===== src/rtl/tfn_pkg.sv =====
// ----------------------------------------------------------------------------
// tfn_pkg
// Shared widths, command codes and handshake structs for the face normal unit.
// ----------------------------------------------------------------------------
package tfn_pkg;

    localparam int COORD_BITS = 24;
    localparam int INDEX_BITS = 24;
    localparam int NORM_BITS  = 16;
    localparam int Q_SHIFT    = 14;
    localparam int CNT_BITS   = 16;

    // edge, cross term, magnitude, multiplier operand
    localparam int EW  = COORD_BITS + 1;
    localparam int CW  = 2 * COORD_BITS + 2;
    localparam int MW  = 2 * COORD_BITS + 1;
    localparam int PW  = EW + 1;
    // magnitude split for squaring
    localparam int LW  = EW;
    localparam int HW  = MW - LW;
    // sum of squares, root, root remainder, divider remainder, quotient
    localparam int SW  = 2 * MW + 2;
    localparam int RW  = SW / 2;
    localparam int RMW = RW + 3;
    localparam int DW  = RW + 2;
    localparam int QW  = Q_SHIFT + 1;

    localparam int DIV_STEPS = QW + 1;
    localparam int STEP_W    = $clog2(RW + 1);

    localparam int IN_RAW  = 9 * COORD_BITS + 3 * INDEX_BITS;
    localparam int IN_W    = ((IN_RAW + 7) / 8) * 8;
    localparam int OUT_RAW = 3 * INDEX_BITS + 3 * NORM_BITS;
    localparam int OUT_W   = ((OUT_RAW + 7) / 8) * 8;

    localparam logic [2:0] OP_NONE      = 3'd0;
    localparam logic [2:0] OP_LOAD      = 3'd1;
    localparam logic [2:0] OP_CROSS     = 3'd2;
    localparam logic [2:0] OP_SQUARE    = 3'd3;
    localparam logic [2:0] OP_SQRT_INIT = 3'd4;
    localparam logic [2:0] OP_SQRT      = 3'd5;
    localparam logic [2:0] OP_DIV       = 3'd6;
    localparam logic [2:0] OP_FINISH    = 3'd7;

    typedef struct packed {
        logic [2:0]        op;
        logic [STEP_W-1:0] step;
        logic [1:0]        comp;
    } t_cmd;

    typedef struct packed {
        logic sum_zero;
        logic out_free;
    } t_stat;

endpackage


===== src/rtl/triangle_face_normal_top.sv =====
// ----------------------------------------------------------------------------
// triangle_face_normal_top
// Flat unit face normal (Q1.14) of one triangle per transfer.
// ----------------------------------------------------------------------------
//  channel   dir  signals                       contents
//  s_axis    in   tvalid/tready/tdata[287:0]    9 coords, then 3 indices
//  m_axis    out  tvalid/tready/tdata[119:0]    3 indices, 3 normal parts
//                 tuser, tlast                  degenerate, batch last
//  cfg       in   i_cfg_wr_en, i_cfg_wr_data    triangles per batch
//
//  The result is computed in cross, square, check, root and divide steps on
//  one shared multiplier, root unit and divider, plus the finish step; a zero
//  cross product skips the root and divide steps.
//  A new triangle is taken only once the previous one has left the datapath;
//  a waiting result is held in the output register while the next one loads.
//  Reset is synchronous: it sets the batch size to 1 and clears the counter.
// ----------------------------------------------------------------------------
module triangle_face_normal_top (
    input  logic                           i_clk,
    input  logic                           i_rst_n,
    input  logic                           s_axis_tvalid,
    output logic                           s_axis_tready,
    // first_x/y/z, second_x/y/z, third_x/y/z, first/second/third_index
    input  logic [tfn_pkg::IN_W-1:0]       s_axis_tdata,
    output logic                           m_axis_tvalid,
    input  logic                           m_axis_tready,
    // out_first/second/third_index, normal_x, normal_y, normal_z
    output logic [tfn_pkg::OUT_W-1:0]      m_axis_tdata,
    // degenerate
    output logic                           m_axis_tuser,
    output logic                           m_axis_tlast,
    input  logic                           i_cfg_wr_en,
    input  logic [tfn_pkg::CNT_BITS-1:0]   i_cfg_wr_data
);
    import tfn_pkg::*;

    t_cmd                  cmd;
    t_stat                 stat;
    logic [INDEX_BITS-1:0] out_idx [3];
    logic [NORM_BITS-1:0]  out_norm [3];

    // sequencer: takes the transfer and paces the datapath
    tfn_ctrl u_ctrl (
        .i_clk      (i_clk),
        .i_rst_n    (i_rst_n),
        .i_in_valid (s_axis_tvalid),
        .o_in_ready (s_axis_tready),
        .i_stat     (stat),
        .o_cmd      (cmd)
    );

    // arithmetic, batch counter and the result register
    tfn_dp u_dp (
        .i_clk       (i_clk),
        .i_rst_n     (i_rst_n),
        .i_cmd       (cmd),
        .o_stat      (stat),
        .i_in_data   (s_axis_tdata),
        .i_cfg_we    (i_cfg_wr_en),
        .i_cfg_data  (i_cfg_wr_data),
        .i_out_ready (m_axis_tready),
        .o_out_valid (m_axis_tvalid),
        .o_idx       (out_idx),
        .o_norm      (out_norm),
        .o_degen     (m_axis_tuser),
        .o_last      (m_axis_tlast)
    );

    // pack the result, indices in the low bits
    assign m_axis_tdata = OUT_W'({out_norm[2], out_norm[1], out_norm[0],
                                  out_idx[2], out_idx[1], out_idx[0]});

endmodule


===== src/rtl/tfn_ctrl.sv =====
// ----------------------------------------------------------------------------
// tfn_ctrl
// Sequencer: steps the shared datapath through cross, square, root, divide.
// ----------------------------------------------------------------------------
module tfn_ctrl (
    input  logic          i_clk,
    input  logic          i_rst_n,
    input  logic          i_in_valid,
    output logic          o_in_ready,
    input  tfn_pkg::t_stat i_stat,
    output tfn_pkg::t_cmd  o_cmd
);
    import tfn_pkg::*;

    localparam logic [2:0] S_IDLE   = 3'd0;
    localparam logic [2:0] S_CROSS  = 3'd1;
    localparam logic [2:0] S_SQUARE = 3'd2;
    localparam logic [2:0] S_CHECK  = 3'd3;
    localparam logic [2:0] S_SQRT   = 3'd4;
    localparam logic [2:0] S_DIV    = 3'd5;
    localparam logic [2:0] S_DONE   = 3'd6;

    logic [2:0]        r_state, n_state;
    logic [STEP_W-1:0] r_step, n_step;
    logic [1:0]        r_comp, n_comp;

    assign o_in_ready = (r_state == S_IDLE);

    always_comb begin
        n_state    = r_state;
        n_step     = r_step;
        n_comp     = r_comp;
        o_cmd.op   = OP_NONE;
        o_cmd.step = r_step;
        o_cmd.comp = r_comp;
        unique case (r_state)
            S_IDLE: begin
                if (i_in_valid) begin
                    o_cmd.op = OP_LOAD;
                    n_state  = S_CROSS;
                    n_step   = '0;
                    n_comp   = '0;
                end
            end
            S_CROSS: begin
                o_cmd.op = OP_CROSS;
                if (r_step == STEP_W'(1)) begin
                    n_step = '0;
                    if (r_comp == 2'd2) begin
                        n_comp  = '0;
                        n_state = S_SQUARE;
                    end else begin
                        n_comp = r_comp + 2'd1;
                    end
                end else begin
                    n_step = r_step + STEP_W'(1);
                end
            end
            S_SQUARE: begin
                o_cmd.op = OP_SQUARE;
                if (r_step == STEP_W'(2)) begin
                    n_step = '0;
                    if (r_comp == 2'd2) begin
                        n_comp  = '0;
                        n_state = S_CHECK;
                    end else begin
                        n_comp = r_comp + 2'd1;
                    end
                end else begin
                    n_step = r_step + STEP_W'(1);
                end
            end
            S_CHECK: begin
                if (i_stat.sum_zero) begin
                    n_state = S_DONE;
                end else begin
                    o_cmd.op = OP_SQRT_INIT;
                    n_state  = S_SQRT;
                    n_step   = '0;
                end
            end
            S_SQRT: begin
                o_cmd.op = OP_SQRT;
                if (r_step == STEP_W'(RW - 1)) begin
                    n_step  = '0;
                    n_comp  = '0;
                    n_state = S_DIV;
                end else begin
                    n_step = r_step + STEP_W'(1);
                end
            end
            S_DIV: begin
                o_cmd.op = OP_DIV;
                if (r_step == STEP_W'(DIV_STEPS - 1)) begin
                    n_step = '0;
                    if (r_comp == 2'd2) begin
                        n_comp  = '0;
                        n_state = S_DONE;
                    end else begin
                        n_comp = r_comp + 2'd1;
                    end
                end else begin
                    n_step = r_step + STEP_W'(1);
                end
            end
            S_DONE: begin
                if (i_stat.out_free) begin
                    o_cmd.op = OP_FINISH;
                    n_state  = S_IDLE;
                end
            end
            default: begin
                n_state = S_IDLE;
            end
        endcase
    end

    always_ff @(posedge i_clk) begin
        if (!i_rst_n) begin
            r_state <= S_IDLE;
            r_step  <= '0;
            r_comp  <= '0;
        end else begin
            r_state <= n_state;
            r_step  <= n_step;
            r_comp  <= n_comp;
        end
    end

endmodule


===== src/rtl/tfn_dp.sv =====
// ----------------------------------------------------------------------------
// tfn_dp
// Datapath: shared multiplier, square-root and divider steps, result register.
// ----------------------------------------------------------------------------
module tfn_dp (
    input  logic                              i_clk,
    input  logic                              i_rst_n,
    input  tfn_pkg::t_cmd                     i_cmd,
    output tfn_pkg::t_stat                    o_stat,
    input  logic [tfn_pkg::IN_W-1:0]          i_in_data,
    input  logic                              i_cfg_we,
    input  logic [tfn_pkg::CNT_BITS-1:0]      i_cfg_data,
    input  logic                              i_out_ready,
    output logic                              o_out_valid,
    output logic [tfn_pkg::INDEX_BITS-1:0]    o_idx [3],
    output logic [tfn_pkg::NORM_BITS-1:0]     o_norm [3],
    output logic                              o_degen,
    output logic                              o_last
);
    import tfn_pkg::*;

    logic signed [EW-1:0]  r_e1 [3];
    logic signed [EW-1:0]  r_e2 [3];
    logic [INDEX_BITS-1:0] r_idx [3];
    logic [CW-1:0]         r_c [3];
    logic [SW-1:0]         r_acc;
    logic [SW-1:0]         r_sum;
    logic [SW-1:0]         r_rad;
    logic [RMW-1:0]        r_rem;
    logic [RW-1:0]         r_root;
    logic [DW-1:0]         r_drem;
    logic [QW-1:0]         r_q;
    logic [NORM_BITS-1:0]  r_norm [3];
    logic [CNT_BITS-1:0]   r_tri_count;
    logic [CNT_BITS-1:0]   r_tri_ctr;
    logic                  r_out_valid;
    logic [INDEX_BITS-1:0] r_out_idx [3];
    logic [NORM_BITS-1:0]  r_out_norm [3];
    logic                  r_out_degen;
    logic                  r_out_last;

    logic signed [COORD_BITS-1:0] coord [9];
    logic [CW-1:0]         c_sel;
    logic [MW-1:0]         mag_sel;
    logic signed [PW-1:0]  op_a, op_b;
    logic signed [2*PW-1:0] prod;
    logic [SW-1:0]         prod_s;
    logic [SW-1:0]         prod_u;
    logic [SW-1:0]         sq_term;
    logic [RMW-1:0]        rem_sh, trial;
    logic [DW-1:0]         div_sh, len_ext;
    logic                  div_ge;
    logic [QW-1:0]         n_q;
    logic [NORM_BITS-1:0]  q_signed;
    logic                  last;

    always_comb begin
        for (int j = 0; j < 9; j++) begin
            coord[j] = i_in_data[j*COORD_BITS +: COORD_BITS];
        end
    end

    // magnitude of the selected cross term
    assign c_sel   = r_c[i_cmd.comp];
    assign mag_sel = c_sel[CW-1] ? MW'(-c_sel) : MW'(c_sel);

    // operand select for the shared multiplier
    always_comb begin
        op_a = '0;
        op_b = '0;
        if (i_cmd.op == OP_CROSS) begin
            case ({i_cmd.comp, i_cmd.step[0]})
                3'b000: begin op_a = PW'(r_e1[1]); op_b = PW'(r_e2[2]); end
                3'b001: begin op_a = PW'(r_e1[2]); op_b = PW'(r_e2[1]); end
                3'b010: begin op_a = PW'(r_e1[2]); op_b = PW'(r_e2[0]); end
                3'b011: begin op_a = PW'(r_e1[0]); op_b = PW'(r_e2[2]); end
                3'b100: begin op_a = PW'(r_e1[0]); op_b = PW'(r_e2[1]); end
                3'b101: begin op_a = PW'(r_e1[1]); op_b = PW'(r_e2[0]); end
                default: begin op_a = '0; op_b = '0; end
            endcase
        end else begin
            case (i_cmd.step[1:0])
                2'd0: begin
                    op_a = $signed({{(PW-LW){1'b0}}, mag_sel[LW-1:0]});
                    op_b = $signed({{(PW-LW){1'b0}}, mag_sel[LW-1:0]});
                end
                2'd1: begin
                    op_a = $signed({{(PW-HW){1'b0}}, mag_sel[MW-1:LW]});
                    op_b = $signed({{(PW-LW){1'b0}}, mag_sel[LW-1:0]});
                end
                default: begin
                    op_a = $signed({{(PW-HW){1'b0}}, mag_sel[MW-1:LW]});
                    op_b = $signed({{(PW-HW){1'b0}}, mag_sel[MW-1:LW]});
                end
            endcase
        end
    end

    assign prod   = op_a * op_b;
    assign prod_s = {{(SW-2*PW){prod[2*PW-1]}}, prod};
    assign prod_u = {{(SW-2*PW){1'b0}}, prod};

    always_comb begin
        case (i_cmd.step[1:0])
            2'd0:    sq_term = prod_u;
            2'd1:    sq_term = prod_u << (LW + 1);
            default: sq_term = prod_u << (2 * LW);
        endcase
    end

    // one digit of the square root per step
    assign rem_sh = {r_rem[RMW-3:0], r_rad[SW-1:SW-2]};
    assign trial  = {1'b0, r_root, 2'b01};

    // one quotient bit per step after the load step; the first of them compares without shifting
    assign len_ext  = DW'(r_root);
    assign div_sh   = (i_cmd.step == STEP_W'(1)) ? r_drem : {r_drem[DW-2:0], 1'b0};
    assign div_ge   = (div_sh >= len_ext);
    assign n_q      = {r_q[QW-2:0], div_ge};
    assign q_signed = c_sel[CW-1] ? -NORM_BITS'(n_q) : NORM_BITS'(n_q);

    assign last = ({1'b0, r_tri_ctr} + (CNT_BITS+1)'(1)) >= {1'b0, r_tri_count};

    always_ff @(posedge i_clk) begin
        case (i_cmd.op)
            OP_LOAD: begin
                for (int k = 0; k < 3; k++) begin
                    r_e1[k]  <= EW'(coord[3+k]) - EW'(coord[k]);
                    r_e2[k]  <= EW'(coord[6+k]) - EW'(coord[k]);
                    r_idx[k] <= i_in_data[9*COORD_BITS + k*INDEX_BITS +: INDEX_BITS];
                end
                r_sum <= '0;
            end
            OP_CROSS: begin
                if (!i_cmd.step[0]) begin
                    r_acc <= prod_s;
                end else begin
                    r_c[i_cmd.comp] <= CW'(r_acc - prod_s);
                end
            end
            OP_SQUARE: begin
                r_sum <= r_sum + sq_term;
            end
            OP_SQRT_INIT: begin
                r_rad  <= r_sum;
                r_rem  <= '0;
                r_root <= '0;
            end
            OP_SQRT: begin
                r_rad <= r_rad << 2;
                if (rem_sh >= trial) begin
                    r_rem  <= rem_sh - trial;
                    r_root <= {r_root[RW-2:0], 1'b1};
                end else begin
                    r_rem  <= rem_sh;
                    r_root <= {r_root[RW-2:0], 1'b0};
                end
            end
            OP_DIV: begin
                if (i_cmd.step == '0) begin
                    r_drem <= DW'(mag_sel);
                    r_q    <= '0;
                end else begin
                    r_drem <= div_ge ? div_sh - len_ext : div_sh;
                    r_q    <= n_q;
                    if (i_cmd.step == STEP_W'(DIV_STEPS - 1)) begin
                        r_norm[i_cmd.comp] <= q_signed;
                    end
                end
            end
            OP_FINISH: begin
                for (int k = 0; k < 3; k++) begin
                    r_out_idx[k]  <= r_idx[k];
                    r_out_norm[k] <= (r_sum == '0) ? '0 : r_norm[k];
                end
                r_out_degen <= (r_sum == '0);
                r_out_last  <= last;
            end
            default: begin
            end
        endcase
    end

    always_ff @(posedge i_clk) begin
        if (!i_rst_n) begin
            r_tri_count <= CNT_BITS'(1);
            r_tri_ctr   <= '0;
            r_out_valid <= 1'b0;
        end else begin
            if (i_cfg_we) begin
                r_tri_count <= i_cfg_data;
            end
            if (i_cmd.op == OP_FINISH) begin
                r_out_valid <= 1'b1;
                r_tri_ctr   <= last ? '0 : r_tri_ctr + CNT_BITS'(1);
            end else if (i_out_ready) begin
                r_out_valid <= 1'b0;
            end
        end
    end

    assign o_stat.sum_zero = (r_sum == '0);
    assign o_stat.out_free = !r_out_valid || i_out_ready;
    assign o_out_valid     = r_out_valid;
    assign o_idx           = r_out_idx;
    assign o_norm          = r_out_norm;
    assign o_degen         = r_out_degen;
    assign o_last          = r_out_last;

endmodule

===== config.mk =====
export PLATFORM = sky130hd
export DESIGN_NAME = triangle_face_normal_top
export DESIGN_NICKNAME = d
export VERILOG_FILES = /design/src/rtl/tfn_pkg.sv /design/src/rtl/triangle_face_normal_top.sv /design/src/rtl/tfn_ctrl.sv /design/src/rtl/tfn_dp.sv
export SDC_FILE = /design/constraint.sdc
export NUM_CORES = 2
export LEC_CHECK = 0
export BUFFER_PORTS_ARGS = -buffer_cell sky130_fd_sc_hd__buf_2
export CAP_MARGIN = 30
export CORE_MARGIN = 2
export CORE_UTILIZATION = 59
export CTS_BUF_LIST = sky130_fd_sc_hd__clkbuf_2
export DETAILED_ROUTE_END_ITERATION = 12
export GPL_ROUTABILITY_DRIVEN = 0
export PLACE_DENSITY = 0.82
export SLEW_MARGIN = 30
export SYNTH_ARGS = -nofsm -noshare
export SYNTH_HDL_FRONTEND = slang
export SYNTH_SLANG_ARGS = --single-unit

===== constraint.sdc =====
create_clock -name i_clk -period 17.1 [get_ports i_clk]
set_input_delay 1.71 -clock i_clk [delete_from_list [all_inputs] [get_ports i_clk]]
set_output_delay 1.71 -clock i_clk [all_outputs]
set_load 0.03 [all_outputs]

==> flow_summary_export.csv <==
group,metric,value,unit
timing,setup_violations,0,
drt,vias,72060,
drt,drtAntennaViolNets,0,
finish,layout.nets,11230,
die,num_rows,141,
timing,setup_tns,0,ns
worst_setup_path,arrival,17.32,ns
synth,avgSynthCellArea,9.587,um2
flow_run,max-cap-violations,0,
finish,drive_gt1_frac,0.1165,
timing,rsz0062_at_grt,"false",
worst_setup_path,slowest_delay,0.92,ns
drt,drt_iter0_markers,8472,
drt,drc_errors,0,
global_route,antenna_found_initial,6,
timing,hold_viol,0,
clock_network,cts_tree,"done",
timing,finalCritPeriodShare,0.9228,
timing,fin_crit,15.78,ns
synth,synth_edf_count,959,
clock_network,root_buffer,"clkbuf_2",
die,die_y,389.2,um
synth,netlist_area,0.08754,mm2
global_route,grt_start_max_net_pins,139,
die,start_util,0.5936,
finish,seq_area,0.02973,mm2
clock_network,cts_max_path_buffers,4,
worst_setup_path,cp-end-kind,"register",
finish,multi_input_area,0.05228,mm2
timing,worst_slew_pin_slew,1.289,ns
synth,yosys.cell_types.count,101,
worst_setup_path,cp_data_required_time,18.64,ns
timing,report.final.slew_viol_count,0,
worst_setup_path,path_class,"reg2reg",
finish,syn_to_final_growth,8.007,%
finish,mostFrequentLayoutCell,"nand2_1",
timing,slew_headroom,0.1409,
drt,first_pass_iters,9,
placed_design,numPortBuffers,432,
global_route,first_global_vias,72820,
timing,finClkSkew,0.1922,ns
drt,wl_per_cell,22.22,um
timing,max_freq,63.37,MHz
timing,fin_hold_ws,0.1447,ns
clock_network,cts.sinks,1005,
finish,layout_common_cells,"nand2_1, inv_1, edfxtp_1",
drt,drt-total-wl,261.2,mm
die,die_x,389.2,um
min_path,hold_path.class,"in2reg",
worst_setup_path,cp_slowest_cell,"dfxtp_2",
die,die_area,0.1515,mm2
synth,synth_seq_cells,1005,
clock_network,clk_pin_slew,0.10,ns
synth,synth_warnings,0,
synth,synth-async-reset-ratio,0,
worst_setup_path,cp-start-kind,"register",
placed_design,place_ws,1.796,ns
die,pin_count,433,
finish,final_cells,11760,
global_route,grt.total_usage,0.3404,
global_route,grt_pass1_wl,400.0,mm
clock_network,cts_max_level,5,
synth,synth_nets,10720,
die,core_area,0.1475,mm2
finish,fillers,11530,
clock_network,clock_latency,1.80,ns
placed_design,dpl.cell_count,11230,
run_status,status,"complete, no violations",
worst_setup_path,worstPathMaxFanout,30,
clock_network,post_cts_resize_count,0,
placed_design,hpwlAfterDp,200.1,mm
global_route,grt_overflow,0,
synth,synthCells,9131,
synth,ys.flop_type,"edfxtp_1",
synth,yosysSeqAreaShare,0.3395,
drt,viasPerCell,6.130,
timing,worst_slack,1.321,ns
clock_network,cts_buffers,280,
==> Yosys cell counts (33+ instances only) <==
master	n	area share
mux2i_1	185	0.021
and3_1	58	0.0041
o22ai_1	99	0.0071
mux2_2	62	0.0080
a31oi_1	49	0.0035
o21a_1	88	0.0075
a21boi_0	33	0.0028
nand3_1	96	0.0055
xor2_1	155	0.016
a21oi_1	564	0.032
nand2_1	1122	0.048
fa_1	719	0.16
inv_1	1118	0.048
edfxtp_1	959	0.33
nor2_1	943	0.040
xnor2_1	303	0.030
nor3_1	99	0.0057
nor2b_1	105	0.0075
and2_1	150	0.011
nand4_1	81	0.0058
o21ai_0	292	0.017
dfxtp_1	46	0.011
nor4_1	44	0.0031
o21bai_1	58	0.0050
clkbuf_1	270	0.012
a21o_1	230	0.020
buf_2	59	0.0034
ha_1	563	0.080
nand2b_1	93	0.0066
a211oi_1	66	0.0057
==> area by class of cell <==
class	instances	area share
diodes	8	0.0002117
repair buffers	599	0.03823
clock inverters	80	0.003943
well taps	1930	0.02554
inverters	1122	0.04454
multi-input cells	6631	0.5529
clock buffers	381	0.02017
flip-flops and latches	1005	0.3145
==> cell families after synthesis <==
group                    after synthesis  share of synthesized area
multiplexers                         254                    0.03056
buffers and inverters               1495                    0.06597
AND/OR/NAND/NOR                     2910                     0.1481
XOR/XNOR                             460                    0.04628
AO/OA/AOI/OAI                       1725                     0.1248
flip-flops                          1005                     0.3395
adder cells (fa/ha/maj)             1282                     0.2449
==> through the flow <==
step           area [um2]  utilization
2_1_floorplan       87540            -
3_3_place_gp        91590       0.6210
3_5_place_dp        91640       0.6213
4_1_cts             94440       0.6403
5_1_grt             94540       0.6410
6_report            94550       0.6411
==> worst paths after layout <==
kind / cells past startpoint / slack, ns / endpoint / start
worst max-delay path: 52 / 1.32 / u_dp.r_sum[85] / register
worst min-delay path: 1 / 0.14 / u_dp.r_idx[0][0] / s_axis_tdata[216]
worst max register to register: 52 / 1.32 / u_dp.r_sum[85] / register
worst min register to register: 0 / 0.32 / m_axis_tdata[53] / u_dp.r_idx[0][53]
==> metal layers <==
layer / share of wire / track usage / vias to the layer above
met1: 0.36 / 0.4085 / 33990
met3: 0.13 / 0.1087 / 1166
met2: 0.44 / 0.5294 / 4859
met5: 0.00028 / 0 / -
li1: - / - / 32040
met4: 0.076 / 0.2209 / 8
==> critical path, delay by kind of cell, from the launching register on <==
| kind | cells | cell delay [ns] |
|---|---|---|
| buffers and inverters | 6 | 1.40 |
| xor gates and xnor gates | 1 | 0.69 |
| adders and majority gates | 9 | 4.04 |
| muxes | 1 | 0.30 |
| AOI/OAI and AO/OA | 19 | 4.93 |
| and+or+nand+nor | 16 | 3.29 |
| DFF | 1 | 0.92 |
==> state kept, by name (all words and copies together) (netlist names), 52 cells and up, named ones only <==
register	cells
u_dp.r_c	150
m_axis_tdata	120
u_dp.r_rad	100
u_dp.r_sum	100
u_dp.r_e1	75
u_dp.r_e2	75
u_dp.r_idx	72
u_dp.r_drem	52
==> timing repair <==
item | 4_1_cts | 5_1_grt
buffers inserted | 0 | 0
hold buffers | 52 | 0
endpoints found under the hold margin | 52 | 0
Power is not shown: default switching activity piles up to over one toggle a cycle in this logic, so the estimate is an artifact.
